## config.mk

```make
export PLATFORM = sky130hd
export DESIGN_NAME = prbt_cordic_cell
export DESIGN_NICKNAME = d
export VERILOG_FILES = /design/src/hw/rtl/prbt_pkg.sv /design/src/hw/rtl/prbt_cordic_cell.sv
export SDC_FILE = /design/constraint.sdc
export NUM_CORES = 1
export LEC_CHECK = 0
export BUFFER_PORTS_ARGS = -buffer_cell sky130_fd_sc_hd__buf_2
export CAP_MARGIN = 20
export CORE_ASPECT_RATIO = 2
export CORE_MARGIN = 4
export CORE_UTILIZATION = 55
export CTS_CLUSTER_SIZE = 28
export DETAILED_ROUTE_END_ITERATION = 10
export HOLD_SLACK_MARGIN = 0.03
export PLACE_DENSITY = 0.82
export SYNTH_ARGS = -nofsm -noshare
export SYNTH_HDL_FRONTEND = slang
export SYNTH_SLANG_ARGS = --single-unit
```

## constraint.sdc

```tcl
create_clock -name i_clk -period 3.2 [get_ports i_clk]
set_input_delay 0.16 -clock i_clk [delete_from_list [all_inputs] [get_ports i_clk]]
set_output_delay 0.16 -clock i_clk [all_outputs]
set_load 0.01 [all_outputs]
```

## src/hw/rtl/prbt_pkg.sv

```systemverilog
// Types, constants and helpers for the point rigid body transform.
`default_nettype none
package prbt_pkg;

    localparam int W_COORD = 32;
    localparam int W_ANGLE = 16;
    localparam int W_D     = 35;   // rotated coordinates, Q.16
    localparam int W_CS    = 33;   // cordic x/y, sin/cos Q2.30
    localparam int W_RES   = 33;   // residual angle, 2^32 per turn
    localparam int W_BASE  = 34;   // datum + shift
    localparam int W_PP    = W_D + 17;
    localparam int W_T     = 72;
    localparam int ATAN_ENTRIES = 24;
    localparam int CORDIC_STAGES_DEF = 16;

    localparam logic signed [W_CS-1:0]  CORDIC_GAIN  = 33'sh0_26DD_3B6A;
    localparam logic signed [W_RES-1:0] QUARTER_TURN = 33'sh0_4000_0000;
    localparam logic signed [W_RES-1:0] HALF_TURN    = 33'sh0_8000_0000;

    localparam logic [31:0] ATAN_TAB [ATAN_ENTRIES] = '{
        32'h20000000, 32'h12E4051E, 32'h09FB385B, 32'h051111D4, 32'h028B0D43,
        32'h0145D7E1, 32'h00A2F61E, 32'h00517C55, 32'h0028BE53, 32'h00145F2F,
        32'h000A2F98, 32'h000517CC, 32'h00028BE6, 32'h000145F3, 32'h0000A2FA,
        32'h0000517D, 32'h000028BE, 32'h0000145F, 32'h00000A30, 32'h00000518,
        32'h0000028C, 32'h00000146, 32'h000000A3, 32'h00000051
    };

    typedef struct packed {
        logic signed [W_CS-1:0]  x;
        logic signed [W_CS-1:0]  y;
        logic signed [W_RES-1:0] a;
        logic                    flip;
    } t_cord;

    typedef struct packed {
        logic signed [W_D-1:0]    dx;
        logic signed [W_D-1:0]    dy;
        logic signed [W_D-1:0]    dz;
        logic signed [W_BASE-1:0] bx;
        logic signed [W_BASE-1:0] by;
        logic signed [W_BASE-1:0] bz;
    } t_pay;

    typedef struct packed {
        logic signed [W_BASE-1:0] bx;
        logic signed [W_BASE-1:0] by;
        logic signed [W_BASE-1:0] bz;
        logic signed [W_D-1:0]    w;
        logic signed [W_CS-1:0]   c1;
        logic signed [W_CS-1:0]   s1;
        logic signed [W_CS-1:0]   c2;
        logic signed [W_CS-1:0]   s2;
    } t_carry;

    // widen angle to 2^32 per turn and fold into +-quarter turn
    function automatic t_cord f_seed(input logic [W_ANGLE-1:0] ang);
        t_cord r;
        logic signed [W_RES-1:0] a;
        a = W_RES'($signed(ang)) <<< 16;
        r.x = CORDIC_GAIN;
        r.y = '0;
        r.flip = 1'b0;
        if (a > QUARTER_TURN) begin
            a = a - HALF_TURN;
            r.flip = 1'b1;
        end else if (a < -QUARTER_TURN) begin
            a = a + HALF_TURN;
            r.flip = 1'b1;
        end
        r.a = a;
        return r;
    endfunction

endpackage
`default_nettype wire

```

## src/hw/rtl/prbt_cordic_cell.sv

```systemverilog
// One CORDIC rotation-mode cell: a single micro-rotation, registered.
`default_nettype none
module prbt_cordic_cell #(
    parameter int STAGE = 0
) (
    input  wire logic           i_clk,
    input  wire prbt_pkg::t_cord i_cord,
    output prbt_pkg::t_cord      o_cord
);
    import prbt_pkg::*;

    localparam logic signed [W_RES-1:0] ATAN_I = W_RES'($signed({1'b0, ATAN_TAB[STAGE]}));

    t_cord r_cord;
    t_cord n_cord;

    always_comb begin
        n_cord.flip = i_cord.flip;
        if (i_cord.a >= 0) begin
            n_cord.x = i_cord.x - (i_cord.y >>> STAGE);
            n_cord.y = i_cord.y + (i_cord.x >>> STAGE);
            n_cord.a = i_cord.a - ATAN_I;
        end else begin
            n_cord.x = i_cord.x + (i_cord.y >>> STAGE);
            n_cord.y = i_cord.y - (i_cord.x >>> STAGE);
            n_cord.a = i_cord.a + ATAN_I;
        end
    end

    always_ff @(posedge i_clk) begin
        r_cord <= n_cord;
    end

    assign o_cord = r_cord;
endmodule
`default_nettype wire

```

## Word level (Yosys, flattened, before mapping)

Cells that the tools add are included.

- Register bits: 100
- Latch bits: 0
- Bits in writable memories: 0
- ROM bits: 0
- Bits of input ports: 101
- Output and inout port bits: 100
- Memories: 0

- Add/subtract/negate cells: 5
- $mul: 0
- Divide/modulo/power cells: 0
- Magnitude comparators: 1
- Equal/unequal tests: 0
- Shifts and indexed selects: 0
- Multiplexer cells: 1
- Bitwise gates (word level): 0
- Reduce and logical (&&, ||, !) cells: 0

Operators with widths:

| kind | count |
|---|---|
| 99-bit 2-to-1 mux | 1 |
| 33-bit subtractor | 2 |
| 33-bit by 31-bit adder with 33-bit output, second input constant | 1 |
| 33-bit adder | 1 |
| 33-bit by 1-bit greater-or-equal comparator with 1-bit output, second input constant | 1 |
| 33-bit by 31-bit subtractor with 33-bit output, second input constant | 1 |

## Longest topological paths before layout

- Depth after elaboration: 2
- Depth in mapped cells: 13

## Worst setup path after synthesis

No wires, ideal clock.

- Path kind: input to register
- Start point: input port i_cord[34] (netlist bit)
- End point: register r_cord (netlist bit o_cord[58])
- Arrival time: 2.660 ns
- Data required time: 3.128 ns
- Slack: 0.468 ns
- Stages on the path: 11
- Buffers on the path: 0
- Cell sequence: ha_1 > fa_1 > nor2b_1 > o311ai_1 > a21oi_2 > a221oi_2 > o31ai_1 > a2111oi_0 > nor3_1 > o21ai_0 > xnor2_1

RTL lines:

| element | RTL line | source |
|---|---|---|
| start: declaration | prbt_cordic_cell.sv:7 | `input wire prbt_pkg::t_cord i_cord,` |
| end signal: assignment | prbt_cordic_cell.sv:31 | `r_cord <= n_cord;` |
| end: declaration | prbt_cordic_cell.sv:14 | `t_cord r_cord;` |

==> impl_metrics.yaml <==
routing:
  via_count: 8575
  drt-total-wl_um: 30400
  drt-initial-drc-count: 548
  avgViaCountPerCell: 5.95
  wire_per_inst_um: 21.1
  antenna_left: 0
  drtPass1Iterations: 6
  route.detailed.drc: 0
floorplan:
  start_util: 0.558
  fp-row-count: 62
  dieArea_mm2: 0.0166
  pin_count: 201
  die_y_um: 178
  core_area_mm2: 0.0143
  die_x_um: 93.1
yosys:
  synthDistinctLibCells: 74
  synthSimpleGateAreaFrac: 0.132
  syn-num-nets: 1196
  synth_top_area_frac: 0.249
  seq_area_frac_synth: 0.249
  synth_area_leaders: "dfxtp_1 (25%), ha_1 (17%), a21oi_1 (7.5%), xnor2_1 (5.9%), inv_1 (4.3%)"
  yosysMostFrequentCell: "a21oi_1"
  synth-adder-area-share: 0.178
  async_flop_share: 0
  ys_seq_elements: 99
  post_synth_xor_area_fraction: 0.0704
  synth.top_cells.by_count: "a21oi_1 (120), ha_1 (107), dfxtp_1 (99), inv_1 (91), nor2_1 (84)"
  synth-compound-area-share: 0.270
  ys_warn_count: 0
  synth_top_family_by_area: "compound AO/OA/AOI/OAI gates"
  muxShareOfSynthArea: 0.0176
  synthesis.instances: 984
  avgSynthCellArea_um2: 8.09
  synth_edf_count: 0
  synth_area_mm2: 0.00797
  synth_ff_type: "dfxtp_1"
  synth_area_leader_cell: "dfxtp_1"
sta:
  period_share: 0.893
  slew_headroom: 0.460
  rsz0062_at_grt: "no"
  min_period_ns: 2.86
  final.setup.tns_ns: 0
  hold_viol: 0
  slew_viol_final: 0
  tightest_slew_ns: 0.802
  max_freq_mhz: 350
  setup_viol: 0
power:
  pwr-share-comb: 0.417
  power_mw: 4.51
  power_switching_mw: 1.74
  ir_drop_mv: 0.243
  switching_share: 0.387
  intPower_mw: 2.76
  p_seq_frac: 0.337
  p_per_area_mw_per_mm2: 451
  p_leak_nw: 4.92
  power_frac_clock: 0.246
cells_and_area:
  syn_to_final_growth_pct: 25.4
  final_area_mm2: 0.00999
  fillers: 1201
  largest_reg_flops: 99
  final_util: 0.700
  nets: 1454
  drive_above_1_share: 0.238
clock_tree:
  cts-root-buf: "clkbuf_16"
  numCtsBuffers: 9
  cts.repair.resized: 0
  clkTransAtPathRegs_ns: 0.08
  cts_tree: "built"
  clock_sinks: 99
  h-tree-depth: 3
  cts_buffer_depth: 2
global_route:
  grt_pass1_wl_um: 45200
  grt_usage: 0.359
  antenna_found_initial: 1
  grt_pass1_vias: 8779
  grt_max_degree: 48
  grt.overflow.total: 0
placement:
  dpl_cell_area_mm2: 0.00937
  gp_congestion: 1.11
  port-buffer-count: 200
  hpwl_um: 23600
worst_setup_path:
  startpoint_type: "primary input"
  required_ns: 3.46
  worstPathArrival_ns: 3.11
  crit_type: "in2reg"
  critPathCaptureType: "flop"
  worstPathMaxFanout: 5
flow_run:
  drv_cap: 0
min_path:
  hold_class: "in2reg"
outcome:
  status: "finished clean"
==> per-stage QoR <==
| step | hold WS, ns | worst slack (ns) | instances |
|---|---|---|---|
| CTS | 0.0735 | 0.417 | 1439 |
| global route | 0.109 | 0.122 | 1440 |
| finish | 0.0954 | 0.344 | 1440 |
| detailed placement | 0.264 | 0.0838 | 1392 |
| global placement | 0.262 | 0.110 | 1392 |
| floorplan | 0.188 | 0.468 | 984 |
==> kinds of logic (layout without fill, tap and decap cells) <==
kind of cell	after synthesis	in the layout
compound gates	330	330
flops	99	99
buf+inv	143	406
xor+xnor	64	64
other cells	0	1
fa+ha+maj	111	111
simple gates	223	223
mux	14	14
==> layout by cell type (no fill, tap or decap), types with 4 or more instances in the layout <==
| cell type | count |
|---|---|
| a2111oi_0 | 5 |
| a211oi_1 | 13 |
| a21boi_0 | 5 |
| a21o_1 | 28 |
| a21oi_1 | 120 |
| a31oi_1 | 8 |
| buf_2 | 200 |
| buf_4 | 61 |
| clkbuf_16 | 9 |
| clkinv_1 | 7 |
| dfxtp_1 | 99 |
| dlygate4sd3_1 | 31 |
| fa_1 | 4 |
| ha_1 | 107 |
| inv_1 | 91 |
| mux2i_1 | 14 |
| nand2_1 | 46 |
| nand3_1 | 13 |
| nand4_1 | 10 |
| nor2_1 | 84 |
| nor2b_1 | 15 |
| nor3_1 | 21 |
| nor4_1 | 8 |
| o2111ai_1 | 4 |
| o211ai_1 | 9 |
| o21a_1 | 8 |
| o21ai_0 | 58 |
| o21bai_1 | 21 |
| o31a_1 | 6 |
| o31ai_1 | 6 |
| or2_2 | 5 |
| xnor2_1 | 54 |
| xor2_1 | 10 |
==> layout make-up <==
cell class	count	area (um^2)	area share
Clock inverter	7	80.1	0.00802
Antenna cell	1	2.50	0.000250
Timing Repair Buffer	292	1770	0.177
Multi-Input combinational cell	742	5320	0.533
Tap cell	192	240	0.0240
Clock buffer	9	225	0.0225
Sequential cell	99	1980	0.198
Inverter	98	368	0.0368
==> routing by layer <==
layer	vias up	part of all wire	track usage	routed length [um]
met1	3872	0.29	0.307	8950
met2	538	0.53	0.686	16100
met4	0	0.10	0.309	3140
met3	211	0.071	0.0646	2160
met5	-	0	0	0
li1	3954	-	-	-
==> worst paths after layout <==
check | end | from | cells past startpoint
setup / recovery | o_cord[65]$_DFF_P_ | i_cord[35] | 15
hold / removal | o_cord[33]$_DFF_P_ | i_cord[32] | 3
==> what timing repair did <==
| item | CTS | global route |
|---|---|---|
| endpoints found under the hold margin | 31 | 0 |
| endpoints found under the setup margin | 0 | 0 |
| hold buffers | 31 | 0 |
| setup buffers | 0 | 0 |
==> worst max-delay path, cell delays in order <==
cell and delay, ns:
buf_2 0.15, inv_1 0.09, ha_1 0.34, nor2b_1 0.15, o21ai_0 0.21, buf_4 0.16, a21boi_0 0.09, o21ai_0 0.23
buf_4 0.17, a21oi_1 0.14, a2111oi_0 0.64, buf_4 0.23, o211a_1 0.13, a21oi_1 0.05, xor2_1 0.17
==> power by group through the flow <==
stage                     Sequential, mW  Clock, mW  Combinational (mW)
after floorplan                     1.66          0               0.924
after global placement              1.54          0                1.76
after detailed placement            1.54          0                1.78
after CTS                           1.51       1.11                1.83
after global routing                1.54       1.17                2.00
final                               1.52       1.11                1.88
No activity file was read; power rests on OpenSTA's default activity.
